===== src/sv/u2cp_pkg.sv =====
// ----------------------------------------------------------------------------
// u2cp_pkg - shared types, constants and tables
// Command word format between front and back, character codes, lead-byte
// length decode and the multi-byte character table.
// ----------------------------------------------------------------------------
package u2cp_pkg;

    localparam int unsigned SEQ_DEPTH = 6;   // longest lead-byte sequence
    localparam int unsigned Q_DEPTH   = 4;   // command queue entries
    localparam int unsigned Q_PTR_W   = $clog2(Q_DEPTH);
    localparam int unsigned Q_CNT_W   = $clog2(Q_DEPTH + 1);

    localparam logic [7:0] CH_TAB   = 8'h09;
    localparam logic [7:0] CH_LF    = 8'h0A;
    localparam logic [7:0] CH_VT    = 8'h0B;
    localparam logic [7:0] CH_CR    = 8'h0D;
    localparam logic [7:0] CH_QMARK = 8'h3F;
    localparam logic [7:0] CH_NUL   = 8'h00;

    // What the back end has to emit for one queued word
    typedef enum logic [1:0] {
        CMD_BYTE,   // one byte
        CMD_CRLF,   // CR then LF
        CMD_END     // terminating zero, marked last
    } t_cmd_kind;

    typedef struct packed {
        t_cmd_kind  kind;
        logic [7:0] data;
    } t_cmd;

    typedef enum logic {
        F_RUN,      // taking input words
        F_TAIL      // end of string: rerun held bytes, then terminate
    } t_front_state;

    // Total sequence length for a lead byte, 0 when not a lead
    function automatic logic [2:0] lead_len(input logic [7:0] c);
        logic [2:0] k;
        k = 3'd0;
        if (c inside {[8'hC2:8'hDF]})      k = 3'd2;
        else if (c inside {[8'hE0:8'hEF]}) k = 3'd3;
        else if (c inside {[8'hF0:8'hF7]}) k = 3'd4;
        else if (c inside {[8'hF8:8'hFB]}) k = 3'd5;
        else if (c inside {[8'hFC:8'hFD]}) k = 3'd6;
        return k;
    endfunction

    // Exact match of a two- or three-byte character; '?' otherwise
    function automatic logic [7:0] char_lookup(input logic [7:0] b0, input logic [7:0] b1,
                                               input logic [7:0] b2, input logic [2:0] len);
        logic [23:0] key;
        logic [7:0]  r;
        key = (len == 3'd3) ? {b0, b1, b2} : {8'h00, b0, b1};
        case (key)
            24'h00C387: r = 8'h80;  24'h00C3BC: r = 8'h81;  24'h00C3A9: r = 8'h82;
            24'h00C3A2: r = 8'h83;  24'h00C3A4: r = 8'h84;  24'h00C3A0: r = 8'h85;
            24'h00C3A5: r = 8'h86;  24'h00C3A7: r = 8'h87;  24'h00C3AA: r = 8'h88;
            24'h00C3AB: r = 8'h89;  24'h00C3A8: r = 8'h8A;  24'h00C3AF: r = 8'h8B;
            24'h00C3AE: r = 8'h8C;  24'h00C3AC: r = 8'h8D;  24'h00C384: r = 8'h8E;
            24'h00C78D: r = 8'h8F;  24'h00C389: r = 8'h90;  24'h00C3A6: r = 8'h91;
            24'h00C386: r = 8'h92;  24'h00C3B4: r = 8'h93;  24'h00C3B6: r = 8'h94;
            24'h00C3B2: r = 8'h95;  24'h00C3BB: r = 8'h96;  24'h00C3B9: r = 8'h97;
            24'h00C3BF: r = 8'h98;  24'h00C396: r = 8'h99;  24'h00C39C: r = 8'h9A;
            24'h00C2A2: r = 8'h9B;  24'h00C2A3: r = 8'h9C;  24'h00C2A5: r = 8'h9D;
            24'h00C39F: r = 8'h9E;  24'hE2A88D: r = 8'h9F;  24'h00C3A1: r = 8'hA0;
            24'h00C3AD: r = 8'hA1;  24'h00C3B3: r = 8'hA2;  24'h00C3BA: r = 8'hA3;
            24'h00C3B1: r = 8'hA4;  24'h00C391: r = 8'hA5;  24'h00C2AA: r = 8'hA6;
            24'h00C2BA: r = 8'hA7;  24'h00C2BF: r = 8'hA8;  24'hE28C90: r = 8'hA9;
            24'h00C2AC: r = 8'hAA;  24'h00C2BD: r = 8'hAB;  24'h00C2BC: r = 8'hAC;
            24'h00C2A1: r = 8'hAD;  24'h00C2AB: r = 8'hAE;  24'h00C2BB: r = 8'hAF;
            24'h00C3A3: r = 8'hB0;  24'h00C3B5: r = 8'hB1;  24'h00C398: r = 8'hB2;
            24'h00C3B8: r = 8'hB3;  24'h00C593: r = 8'hB4;  24'h00C592: r = 8'hB5;
            24'h00C380: r = 8'hB6;  24'h00C383: r = 8'hB7;  24'h00C395: r = 8'hB8;
            24'h00C2A8: r = 8'hB9;  24'h00C2B4: r = 8'hBA;  24'hE280A0: r = 8'hBB;
            24'h00C2B6: r = 8'hBC;  24'h00C2A9: r = 8'hBD;  24'h00C2AE: r = 8'hBE;
            24'hE284A2: r = 8'hBF;  24'h00C4B3: r = 8'hC0;  24'h00C4B2: r = 8'hC1;
            24'h00C2A7: r = 8'hDD;  24'hE2889E: r = 8'hDF;  24'h00CEB1: r = 8'hE0;
            24'h00CEB2: r = 8'hE1;  24'h00CE93: r = 8'hE2;  24'h00CF80: r = 8'hE3;
            24'h00CEA3: r = 8'hE4;  24'h00CF83: r = 8'hE5;  24'h00CEBC: r = 8'hE6;
            24'h00CF84: r = 8'hE7;  24'hE2A7B2: r = 8'hE8;  24'h00CE98: r = 8'hE9;
            24'h00CEA9: r = 8'hEA;  24'h00CEB4: r = 8'hEB;  24'hE288AE: r = 8'hEC;
            24'h00CEA6: r = 8'hED;  24'hE28888: r = 8'hEE;  24'hE288A9: r = 8'hEF;
            24'hE289A1: r = 8'hF0;  24'h00C2B1: r = 8'hF1;  24'hE289A5: r = 8'hF2;
            24'hE289A4: r = 8'hF3;  24'hE28CA0: r = 8'hF4;  24'hE28CA1: r = 8'hF5;
            24'h00C3B7: r = 8'hF6;  24'hE28988: r = 8'hF7;  24'h00C2B0: r = 8'hF8;
            24'h00CB99: r = 8'hF9;  24'hE280A2: r = 8'hFA;  24'hE2889A: r = 8'hFB;
            24'hE281BF: r = 8'hFC;  24'h00C2B2: r = 8'hFD;  24'h00C2B3: r = 8'hFE;
            default:    r = CH_QMARK;
        endcase
        if (len != 3'd2 && len != 3'd3) r = CH_QMARK;
        return r;
    endfunction

endpackage


===== src/sv/u2cp_front.sv =====
// ----------------------------------------------------------------------------
// u2cp_front - input classifier
// Takes input words, tracks the open lead-byte sequence and CR state, and
// pushes at most one command word per cycle. At end of string it reruns
// the held bytes, pausing on a full queue, then pushes the terminator.
// ----------------------------------------------------------------------------
module u2cp_front (
    input  logic                i_clk,
    input  logic                i_rst_n,
    input  logic                i_valid,
    output logic                o_ready,
    input  logic [7:0]          i_byte,
    input  logic                i_last,
    input  logic                i_q_full,
    output logic                o_push,
    output u2cp_pkg::t_cmd      o_cmd
);

    typedef struct packed {
        logic           push;
        u2cp_pkg::t_cmd cmd;
        logic           cr;
    } t_plain;

    // Top-level byte that is not a lead byte
    function automatic t_plain plain_byte(input logic [7:0] c, input logic prev_cr);
        t_plain p;
        p.push     = 1'b0;
        p.cmd.kind = u2cp_pkg::CMD_BYTE;
        p.cmd.data = c;
        p.cr       = 1'b0;
        if (c inside {[8'h20:8'h7F]} || c == u2cp_pkg::CH_TAB || c == u2cp_pkg::CH_VT) begin
            p.push = 1'b1;
        end else if (c == u2cp_pkg::CH_CR) begin
            p.push     = 1'b1;
            p.cmd.kind = u2cp_pkg::CMD_CRLF;
            p.cr       = 1'b1;
        end else if (c == u2cp_pkg::CH_LF) begin
            p.push     = !prev_cr;
            p.cmd.kind = u2cp_pkg::CMD_CRLF;
        end
        return p;
    endfunction

    u2cp_pkg::t_front_state r_state, n_state;
    logic [7:0] r_seq [u2cp_pkg::SEQ_DEPTH];
    logic [7:0] n_seq [u2cp_pkg::SEQ_DEPTH];
    logic [2:0] r_have, n_have;
    logic [2:0] r_need, n_need;
    logic       r_after_cr, n_after_cr;

    logic       fire;
    logic [2:0] k;
    logic [2:0] held;
    logic [2:0] shift;
    t_plain     pl;

    assign o_ready = (r_state == u2cp_pkg::F_RUN) && !i_q_full;
    assign fire    = i_valid && o_ready;

    always_comb begin
        n_state    = r_state;
        n_seq      = r_seq;
        n_have     = r_have;
        n_need     = r_need;
        n_after_cr = r_after_cr;
        o_push     = 1'b0;
        o_cmd.kind = u2cp_pkg::CMD_BYTE;
        o_cmd.data = u2cp_pkg::CH_QMARK;
        k          = 3'd0;
        held       = 3'd0;
        shift      = 3'd1;
        pl         = plain_byte(i_byte, r_after_cr);
        case (r_state)
            u2cp_pkg::F_RUN: begin
                if (fire) begin
                    if (r_need != 3'd0) begin
                        n_seq[r_have] = i_byte;
                        n_have        = r_have + 3'd1;
                        if (n_have >= r_need) begin
                            o_push     = 1'b1;
                            o_cmd.data = u2cp_pkg::char_lookup(r_seq[0],
                                (r_need == 3'd2) ? i_byte : r_seq[1], i_byte, r_need);
                            n_have     = 3'd0;
                            n_need     = 3'd0;
                        end
                    end else begin
                        k = u2cp_pkg::lead_len(i_byte);
                        if (k != 3'd0) begin
                            n_after_cr = 1'b0;
                            n_seq[0]   = i_byte;
                            n_have     = 3'd1;
                            n_need     = k;
                        end else begin
                            o_push     = pl.push;
                            o_cmd      = pl.cmd;
                            n_after_cr = pl.cr;
                        end
                    end
                    if (i_last) begin
                        n_after_cr = 1'b0;   // rerun starts clean
                        n_state    = u2cp_pkg::F_TAIL;
                    end
                end
            end
            u2cp_pkg::F_TAIL: begin
                if (!i_q_full) begin
                    if (r_need == 3'd0 || r_have <= 3'd1) begin
                        o_push     = 1'b1;
                        o_cmd.kind = u2cp_pkg::CMD_END;
                        o_cmd.data = u2cp_pkg::CH_NUL;
                        n_have     = 3'd0;
                        n_need     = 3'd0;
                        n_after_cr = 1'b0;
                        n_state    = u2cp_pkg::F_RUN;
                    end else begin
                        held = r_have - 3'd1;
                        k    = u2cp_pkg::lead_len(r_seq[1]);
                        if (k != 3'd0) begin
                            n_after_cr = 1'b0;
                            if (k <= held) begin
                                o_push     = 1'b1;
                                o_cmd.data = u2cp_pkg::char_lookup(r_seq[1], r_seq[2],
                                                                   r_seq[3], k);
                                shift      = k;
                            end
                        end else begin
                            pl         = plain_byte(r_seq[1], r_after_cr);
                            o_push     = pl.push;
                            o_cmd      = pl.cmd;
                            n_after_cr = pl.cr;
                        end
                        // held bytes move down; lead slot stays put
                        for (int i = 1; i < u2cp_pkg::SEQ_DEPTH; i++) begin
                            if (i + int'(shift) < u2cp_pkg::SEQ_DEPTH) begin
                                n_seq[i] = r_seq[i + int'(shift)];
                            end
                        end
                        n_have = r_have - shift;
                    end
                end
            end
            default: n_state = u2cp_pkg::F_RUN;
        endcase
    end

    always_ff @(posedge i_clk) begin
        if (!i_rst_n) begin
            r_state    <= u2cp_pkg::F_RUN;
            r_have     <= 3'd0;
            r_need     <= 3'd0;
            r_after_cr <= 1'b0;
        end else begin
            r_state    <= n_state;
            r_have     <= n_have;
            r_need     <= n_need;
            r_after_cr <= n_after_cr;
        end
    end

    always_ff @(posedge i_clk) begin
        r_seq <= n_seq;
    end

    a_need_have: assert property (@(posedge i_clk) disable iff (!i_rst_n)
        (r_need == 3'd0) |-> (r_have == 3'd0))
        else $error("front: bytes held with no sequence open");

    a_have_below_need: assert property (@(posedge i_clk) disable iff (!i_rst_n)
        (r_need != 3'd0) |-> (r_have != 3'd0 && r_have < r_need))
        else $error("front: held count out of step with sequence length");

    a_tail_ends: assert property (@(posedge i_clk) disable iff (!i_rst_n)
        (r_state == u2cp_pkg::F_TAIL && $past(r_state) == u2cp_pkg::F_RUN) |->
            (r_after_cr == 1'b0))
        else $error("front: rerun entered with CR state set");

endmodule


===== src/sv/u2cp_queue.sv =====
// ----------------------------------------------------------------------------
// u2cp_queue - command queue
// Small register FIFO of command words between classifier and emitter.
// ----------------------------------------------------------------------------
module u2cp_queue (
    input  logic                i_clk,
    input  logic                i_rst_n,
    input  logic                i_push,
    input  u2cp_pkg::t_cmd      i_cmd,
    input  logic                i_pop,
    output u2cp_pkg::t_cmd      o_cmd,
    output logic                o_full,
    output logic                o_empty
);

    u2cp_pkg::t_cmd                   r_mem [u2cp_pkg::Q_DEPTH];
    logic [u2cp_pkg::Q_PTR_W-1:0]     r_wr, n_wr;
    logic [u2cp_pkg::Q_PTR_W-1:0]     r_rd, n_rd;
    logic [u2cp_pkg::Q_CNT_W-1:0]     r_cnt, n_cnt;

    assign o_full  = (r_cnt == u2cp_pkg::Q_CNT_W'(u2cp_pkg::Q_DEPTH));
    assign o_empty = (r_cnt == '0);
    assign o_cmd   = r_mem[r_rd];

    always_comb begin
        n_wr  = i_push ? r_wr + 1'b1 : r_wr;
        n_rd  = i_pop  ? r_rd + 1'b1 : r_rd;
        n_cnt = r_cnt + u2cp_pkg::Q_CNT_W'(i_push) - u2cp_pkg::Q_CNT_W'(i_pop);
    end

    always_ff @(posedge i_clk) begin
        if (!i_rst_n) begin
            r_wr  <= '0;
            r_rd  <= '0;
            r_cnt <= '0;
        end else begin
            r_wr  <= n_wr;
            r_rd  <= n_rd;
            r_cnt <= n_cnt;
        end
    end

    always_ff @(posedge i_clk) begin
        if (i_push) begin
            r_mem[r_wr] <= i_cmd;
        end
    end

    a_no_overflow: assert property (@(posedge i_clk) disable iff (!i_rst_n)
        o_full |-> !i_push)
        else $error("queue: push while full");

    a_no_underflow: assert property (@(posedge i_clk) disable iff (!i_rst_n)
        o_empty |-> !i_pop)
        else $error("queue: pop while empty");

    a_count_ptrs: assert property (@(posedge i_clk) disable iff (!i_rst_n)
        (r_wr - r_rd) == r_cnt[u2cp_pkg::Q_PTR_W-1:0])
        else $error("queue: fill count disagrees with pointers");

endmodule


===== src/sv/u2cp_back.sv =====
// ----------------------------------------------------------------------------
// u2cp_back - output emitter
// Expands queued command words into output bytes, one per cycle while the
// output is accepted, into a registered output stage.
// ----------------------------------------------------------------------------
module u2cp_back (
    input  logic                i_clk,
    input  logic                i_rst_n,
    input  u2cp_pkg::t_cmd      i_cmd,
    input  logic                i_q_empty,
    output logic                o_pop,
    output logic                o_valid,
    input  logic                i_ready,
    output logic [7:0]          o_byte,
    output logic                o_last
);

    logic       r_valid, n_valid;
    logic       r_lf_pend, n_lf_pend;
    logic [7:0] r_byte, n_byte;
    logic       r_last, n_last;
    logic       load;

    assign load  = !r_valid || i_ready;
    assign o_pop = load && !r_lf_pend && !i_q_empty;

    always_comb begin
        n_valid   = r_valid;
        n_lf_pend = r_lf_pend;
        n_byte    = r_byte;
        n_last    = r_last;
        if (load) begin
            n_valid = 1'b0;
            n_last  = 1'b0;
            if (r_lf_pend) begin
                n_valid   = 1'b1;
                n_byte    = u2cp_pkg::CH_LF;
                n_lf_pend = 1'b0;
            end else if (!i_q_empty) begin
                n_valid = 1'b1;
                case (i_cmd.kind)
                    u2cp_pkg::CMD_BYTE: n_byte = i_cmd.data;
                    u2cp_pkg::CMD_CRLF: begin
                        n_byte    = u2cp_pkg::CH_CR;
                        n_lf_pend = 1'b1;
                    end
                    u2cp_pkg::CMD_END: begin
                        n_byte = u2cp_pkg::CH_NUL;
                        n_last = 1'b1;
                    end
                    default: n_byte = i_cmd.data;
                endcase
            end
        end
    end

    always_ff @(posedge i_clk) begin
        if (!i_rst_n) begin
            r_valid   <= 1'b0;
            r_lf_pend <= 1'b0;
            r_last    <= 1'b0;
        end else begin
            r_valid   <= n_valid;
            r_lf_pend <= n_lf_pend;
            r_last    <= n_last;
        end
    end

    always_ff @(posedge i_clk) begin
        r_byte <= n_byte;
    end

    assign o_valid = r_valid;
    assign o_byte  = r_byte;
    assign o_last  = r_last;

    a_lf_after_cr: assert property (@(posedge i_clk) disable iff (!i_rst_n)
        r_lf_pend |-> (r_valid && r_byte == u2cp_pkg::CH_CR && !r_last))
        else $error("back: LF pending without CR on output");

    a_last_is_nul: assert property (@(posedge i_clk) disable iff (!i_rst_n)
        (r_valid && r_last) |-> (r_byte == u2cp_pkg::CH_NUL))
        else $error("back: last word is not the terminator");

    a_no_pop_mid_pair: assert property (@(posedge i_clk) disable iff (!i_rst_n)
        r_lf_pend |-> !o_pop)
        else $error("back: queue popped while LF still owed");

endmodule


===== src/sv/utf8_to_codepage_transcoder_top.sv =====
// ----------------------------------------------------------------------------
// utf8_to_codepage_transcoder_top - UTF-8 to 8-bit codepage transcoder
// Converts a stream of UTF-8 bytes into codepage bytes, with CR LF line
// ends and a terminating zero word at end of string.
// ----------------------------------------------------------------------------
// One input word is taken per clock while the command queue has room and
// no end-of-string rerun is running; each word yields at most one queued
// command, so input runs at one word per cycle. Output runs at one word per
// cycle while i_out_ready is high, set by the single output register: a CR
// or lone LF becomes two output words (CR LF), and the queue (four words)
// soaks up the difference until it fills and input ready drops. After the
// word marked last, input ready stays low while the classifier reruns the
// held bytes after an unfinished lead byte (0 to 4 of them) and then queues
// the terminating zero word, which leaves with o_out_last high. A held byte
// that is not a lead byte is rerun alone; a held lead byte whose whole
// sequence is held is rerun with all of its bytes; a full queue pauses the
// rerun. State then returns to its reset values for the next string.
// Printable bytes, tab and vertical tab pass; other control and stray bytes
// are dropped; two- and three-byte characters map through a fixed table,
// anything unmatched (and every longer sequence) becomes '?'.
// ----------------------------------------------------------------------------
module utf8_to_codepage_transcoder_top (
    input  logic        i_clk,
    input  logic        i_rst_n,
    // input words
    input  logic        i_in_valid,
    output logic        o_in_ready,
    input  logic [7:0]  i_in_byte,
    input  logic        i_in_last,
    // output words
    output logic        o_out_valid,
    input  logic        i_out_ready,
    output logic [7:0]  o_out_byte,
    output logic        o_out_last
);

    logic           push;
    logic           pop;
    logic           q_full;
    logic           q_empty;
    u2cp_pkg::t_cmd push_cmd;
    u2cp_pkg::t_cmd head_cmd;

    // classifier: sequence tracking, CR state, end-of-string rerun
    u2cp_front u_front (
        .i_clk    (i_clk),
        .i_rst_n  (i_rst_n),
        .i_valid  (i_in_valid),
        .o_ready  (o_in_ready),
        .i_byte   (i_in_byte),
        .i_last   (i_in_last),
        .i_q_full (q_full),
        .o_push   (push),
        .o_cmd    (push_cmd)
    );

    // decouples the two sides
    u2cp_queue u_queue (
        .i_clk    (i_clk),
        .i_rst_n  (i_rst_n),
        .i_push   (push),
        .i_cmd    (push_cmd),
        .i_pop    (pop),
        .o_cmd    (head_cmd),
        .o_full   (q_full),
        .o_empty  (q_empty)
    );

    // emitter: CR LF expansion and registered output
    u2cp_back u_back (
        .i_clk     (i_clk),
        .i_rst_n   (i_rst_n),
        .i_cmd     (head_cmd),
        .i_q_empty (q_empty),
        .o_pop     (pop),
        .o_valid   (o_out_valid),
        .i_ready   (i_out_ready),
        .o_byte    (o_out_byte),
        .o_last    (o_out_last)
    );

endmodule

===== config.mk =====
export PLATFORM = sky130hd
export DESIGN_NAME = utf8_to_codepage_transcoder_top
export DESIGN_NICKNAME = d
export VERILOG_FILES = /design/src/sv/u2cp_pkg.sv /design/src/sv/u2cp_front.sv /design/src/sv/u2cp_queue.sv /design/src/sv/u2cp_back.sv /design/src/sv/utf8_to_codepage_transcoder_top.sv
export SDC_FILE = /design/constraint.sdc
export NUM_CORES = 1
export LEC_CHECK = 0
export BUFFER_PORTS_ARGS = -buffer_cell sky130_fd_sc_hd__buf_2
export CORE_MARGIN = 8
export CORE_UTILIZATION = 34
export DETAILED_ROUTE_END_ITERATION = 7
export PLACE_DENSITY = 0.51
export SETUP_SLACK_MARGIN = 0.02
export SLEW_MARGIN = 10
export SYNTH_ARGS = -nofsm -noshare
export SYNTH_HDL_FRONTEND = slang
export SYNTH_SLANG_ARGS = --single-unit

===== constraint.sdc =====
create_clock -name i_clk -period 9.7 [get_ports i_clk]
set_input_delay 0.97 -clock i_clk [delete_from_list [all_inputs] [get_ports i_clk]]
set_output_delay 0.97 -clock i_clk [all_outputs]
set_load 0.1 [all_outputs]

======== After elaboration in Yosys (flattened, before gate mapping) ========
Memories as Yosys holds them, arrays and structs flattened. A register that Yosys moved wholly into a read port is not among the register bits.
Cells that the tools add are included.
word-level totals
  memory bits (writable) .................. 40
  bits of input ports ..................... 13
  memories kept ........................... 1
  bits in registers ....................... 74
memories
  name           words  width  read ports  clocked after Yosys merged registers in  wr ports  RTL line          RTL
  u_queue.r_mem  4      10     1           1                                        1         u2cp_queue.sv:16  u2cp_pkg::t_cmd r_mem [u2cp_pkg::Q_DEPTH];
cells by class
  reduce and logical (&&, ||, !) cells .... 46
  equality and inequality tests ........... 230
  bitwise logic cells ..................... 7
  add/sub/neg operators ................... 17
  order comparisons ....................... 39
  mux-type cells .......................... 131
operators with widths
  cell                    number
  $eq A24 B16 Y1 const B  162
  $pmux W8 S99            2
  $eq A24 B24 Y1 const B  36
  $mux W8                 26
  $ge A32 B4 Y1 const B   5
  $lt A32 B3 Y1 const B   5
  $mux W40                4
  $not A32 Y32            5
  $bmux W8 S3             5
  $mux W3                 37
  $ge A8 B8 Y1 const B    10
  $le A8 B8 Y1 const B    10
  $pmux W40 S2            1
  $eq A8 B4 Y1 const B    8
  $bwmux W48              1
  $mux W24                2
  $mux W10                4
  $mux W1                 35
  $reduce_and A5 Y1       6
  $demux W8 S3            1
  $ne A2 B2 Y1 const B    10
  $pmux W10 S2            1
  $logic_and A1 B1 Y1     19
  $add A2 B3 Y4 const A   4
  35 further kinds        71

======== Logic depth before layout (Yosys ltp) ========
  depth after elaboration ................. 25
  mapped depth ............................ 24
  mapped depth without buffers ............ 18

======== Cells and area by module ========
Synthesis repeated with hierarchy kept, for this count alone.
unflattened totals
  cells, all modules ...................... 1426
  area, all modules ....................... 11923.9 sq um
modules (own cells, without submodules)
  module      area an instance (sq um)  cells an instance  sequential area each (sq um)  instances
  u2cp_front  9522.9                    1288               1601.5                        1
  u2cp_queue  1885.6                    95                 1381.3                        1
  u2cp_back   515.5                     43                 300.3                         1

======== Worst setup path after synthesis ========
OpenSTA, ideal clock, no wires.
  path type ............................... reg2reg
  start point ............................. register u_front.r_seq[33] (netlist name)
  end point ............................... register u_front.r_seq[32] (netlist name) (enable)
  cell stages (with the launch flop) ...... 24
  clock period less this slack ............ 5.322 ns
  data arrival time ....................... 4.938 ns
  setup time .............................. 0.383 ns
  buffers on the path ..................... 8
  required time ........................... 9.317 ns
  slack ................................... 4.378 ns
  cells stage by stage .................... edfxtp_1 buf_2 buf_2 clkbuf_1 nor2_1 a21oi_1 nor2_1 nor3_1 ha_1 nor2b_1 o21ai_0 a32oi_1 nand2b_1 nand2b_1 clkbuf_1 inv_2 buf_1 clkbuf_1 ha_1 clkbuf_1 clkbuf_1 a22oi_1 a21oi_1 nor3_1
on the way
  longest elaborated chain between the ends .. 20
  elaborated cells between the ends (all ways) .. 34
  those cells by class .................... add/sub: 1; order compare: 12; eq/ne: 1; mux: 13; reduce/logical: 7
ends and longest elaborated chain
  what                                                 RTL line           RTL
  from (decl)                                          u2cp_front.sv:46   logic [7:0] r_seq [u2cp_pkg::SEQ_DEPTH];
  from (signal assigned)                               u2cp_front.sv:162  r_seq <= n_seq;
  $ge A8 B8 Y1 / $le A8 B8 Y1 (equally long branches)  u2cp_pkg.sv:45     else if (c inside {[8'hFC:8'hFD]}) k = 3'd6;
  $logic_and A1 B1 Y1                                  u2cp_pkg.sv:45
  $mux W3                                              u2cp_pkg.sv:45
  $mux W3                                              u2cp_pkg.sv:44     else if (c inside {[8'hF8:8'hFB]}) k = 3'd5;
  $mux W3                                              u2cp_pkg.sv:43     else if (c inside {[8'hF0:8'hF7]}) k = 3'd4;
  $mux W3                                              u2cp_pkg.sv:42     else if (c inside {[8'hE0:8'hEF]}) k = 3'd3;
  $mux W3 (*)                                          u2cp_pkg.sv:41     if (c inside {[8'hC2:8'hDF]}) k = 3'd2;
  $mux W3 (*)                                          u2cp_front.sv:108  if (r_need == 3'd0 || r_have <= 3'd1) begin
  [4 not listed]                                       n/a
  $mux W3 (*)                                          u2cp_front.sv:119  if (k != 3'd0) begin
  $mux W3 (*)                                          u2cp_front.sv:108
  $mux W3 (*)                                          u2cp_front.sv:107  if (!i_q_full) begin
  $mux W3 (*)                                          u2cp_front.sv:74   case (r_state)
  $add A1 B3 Y4 (*)                                    u2cp_front.sv:135  if (i + int'(shift) < u2cp_pkg::SEQ_DEPTH) begin
  $lt A32 B3 Y1 (*)                                    u2cp_front.sv:135
  $ne A2 B2 Y1 (no source line) (*)                    n/a
  $reduce_and A5 Y1 (no source line) (*)               n/a
Mark *: on every way between the ends. The rest lies on a longest branch, timed or not. The select of a mux whose other input is x is not followed.
A chain may end at the register's enable or synchronous reset.

==> results.ini <==
[status]
status=finished, violations left
violations=design-rule violations

[route]
num_vias=14300
viasPerCell=6.88
routed_wl_microns=61300
drc=6
post_drt_wl_per_cell_microns=29.5
dr.first_iter.drc_count=2185
ant_nets=0
drtPass1Iterations=8

[flow_run]
max_cap_violations=0

[setup_path]
cp-end-kind=flip-flop
cp_common_cell=nand2b_1
arrival_ps=6350
required_ps=9880
path_cells=nand2b_1, a211o_1, ha_1, nor2b_1, o21ai_0, a32oi_1, nand2b_1, nand2b_1, buf_4, inv_2, ha_1, xnor2_1, mux2i_1, a221oi_1, a22o_1, o2bb2ai_1
critical_path_class=flip-flop to flip-flop
crit_path_max_incr_delay_ps=910
cp_slowest_cell=edfxtp_1
startpoint=u_front.r_seq[35]$_DFFE_PP_
worstReg2RegStart=u_front.r_seq[35]$_DFFE_PP_
path_delay_family=simple AND/OR/NAND/NOR gates
cp-start-kind=flip-flop
critPathMaxFanout=43
timing.critical_path.buf_inv=2

[synth]
ys_ff_latch=116
yosys_warnings=0
ys_top_cells_by_area=edfxtp_1 (22%), mux2i_1 (5.5%), nand2_1 (5.4%), nor2_1 (4.3%), mux4_2 (3.3%)
yosys.area.top_type_share=0.224
synthCells=1598
ys_dominant_reg_cell=edfxtp_1
syn_area_per_cell_sq_um=8.04
seq_area_frac_synth=0.256
synth_edf_count=96
yosysTopAreaCell=edfxtp_1
async_flop_share=0
syn_area_sq_um=12800
syn-num-nets=1637
synth_cell_types=95

[cts]
htree_levels=4
cts_tree=built
clk_pin_slew_worst_paths_ps=60
postCtsHoldBufs=0
cts_max_path_buffers=2
cts_root_buf=clkbuf_16
clock-sinks=116
ctsResizeCount=0
post-cts-setup-buffers=0
clock_latency_ps=450
cts_buffers=17

[global_route]
antenna_found_initial=0
grt_pass1_vias=13300
grt_first_pass_wirelength_microns=90000
grt_overflow_total=0
gr-usage-all-layers=0.269
grt_max_degree=49

[sta]
final.setup_skew_ps=10.8
timing.final.crit_share=0.636
max_freq_mhz=162
finalSetupTns_ps=0
worst_pin_slew_ps=1150
relSlewSlack=0.231
final.min_clock_period_ps=6170
rsz0062_at_grt=no
report.final.hold_viol_count=0
drv_slew=0
setup_viol=0

[finish]
design_area_sq_um=13900
layout-drive-gt1-share=0.119
mostFrequentLayoutCells=nand2_1 (184), nor2_1 (146), edfxtp_1 (96), o21ai_0 (80), nor3_1 (76)
fin_nets=1594
diodes=0
mostFrequentLayoutCell=nand2_1
instances_no_fill=2079
syn_to_final_growth_pct=8.34

[placement]
gp_congestion=1.02
dp_hpwl_microns=45000
placed_area_sq_um=13400
dp_cells=2047
port_buffers=23

[floorplanning]
die-area_sq_um=44300
core_area_sq_um=37400
fp.dieH_microns=210
initial_utilization=0.343
die_w_microns=210
rows=71
ios=24

[power]
p_leak_uw=0.00464
power_density_nw_per_um2=136
vdd_drop_max_v=0.000148
power_uw=1890

[hold_path]
hp-class=flip-flop to flip-flop
worstHoldStart=u_back.o_last$_SDFFE_PN0N_

kinds of logic (layout without fill, tap and decap cells):
kind of cell | Yosys count | after routing | share of synthesized area
flip-flops | 116 | 116 | 0.256
adder cells (fa/ha/maj) | 26 | 26 | 0.0265
AND/OR/NAND/NOR | 734 | 734 | 0.307
AO/OA/AOI/OAI | 424 | 424 | 0.226
XOR/XNOR | 15 | 15 | 0.0102
multiplexers | 127 | 127 | 0.122
buffers and inverters | 156 | 126 | 0.0526
path summary, 6_finish.rpt:
kind / endpoint / slack [ps] / depth (start not counted)
worst max register to register: u_front.r_seq[21]$_DFFE_PP_ / 3530 / 16
worst max-delay path: u_front.r_seq[21]$_DFFE_PP_ / 3530 / 16
worst min register to register: u_back.o_last$_SDFFE_PN0N_ / 540 / 2
worst min-delay path: u_back.o_last$_SDFFE_PN0N_ / 540 / 2
metal layers:
layer,wire length (microns),vias up,GRT usage
met5,0,-,0
met4,3510,0,0.134
met3,6170,215,0.0469
met2,26700,1031,0.417
met1,24900,6911,0.357
li1,-,6145,-
stage by stage:
stage / hold slack, ps / utilization / setup slack [ps]
6_report: 539 / 0.372 / 3530
5_1_grt: 598 / 0.372 / 3210
4_1_cts: 547 / 0.372 / 3680
3_5_place_dp: 533 / 0.357 / 3760
3_3_place_gp: 521 / 0.357 / 3860
2_1_floorplan: 526 / - / 4380
registers in the layout, indices dropped and copies added (netlist names), named ones only:
name                count
u_front.r_state         1
u_back.o_last           1
u_back.o_byte           8
u_queue.r_cnt           3
u_front.r_seq          48
u_queue.r_wr            2
u_queue.r_mem          40
u_front.r_after_cr      1
u_back.o_valid          1
u_front.r_have          3
u_front.r_need          3
u_back.r_lf_pend        1
u_queue.r_rd            2
cell usage after synthesis, drive strengths merged (29+ instances only):
cell type / number
a21oi: 69
buf: 46
clkbuf: 81
edfxtp: 96
mux2: 37
mux2i: 71
nand2: 184
nand3: 44
nor2: 148
nor2b: 29
nor3: 76
nor4: 43
o21ai: 84
o22ai: 47
where the power goes:
part	internal (uW)	switching [uW]	total, uW
registers	619	57.3	677
clock network	365	237	602
logic	181	434	615
cell type report:
class,instances,area [sq um]
Multi-Input combinational cell,1326,8890
Sequential cell,116,3280
Clock buffer,21,460
Fill cell,3927,23500
Tap cell,511,639
Clock inverter,11,98.8
Inverter,29,109
Timing Repair Buffer,65,430
worst min-delay path, cell delays in order (launching register included):
cell and delay [ps]:
dfxtp_1 330, a22oi_1 80, nor2b_1 100
Power figures use the tool's default switching activity.
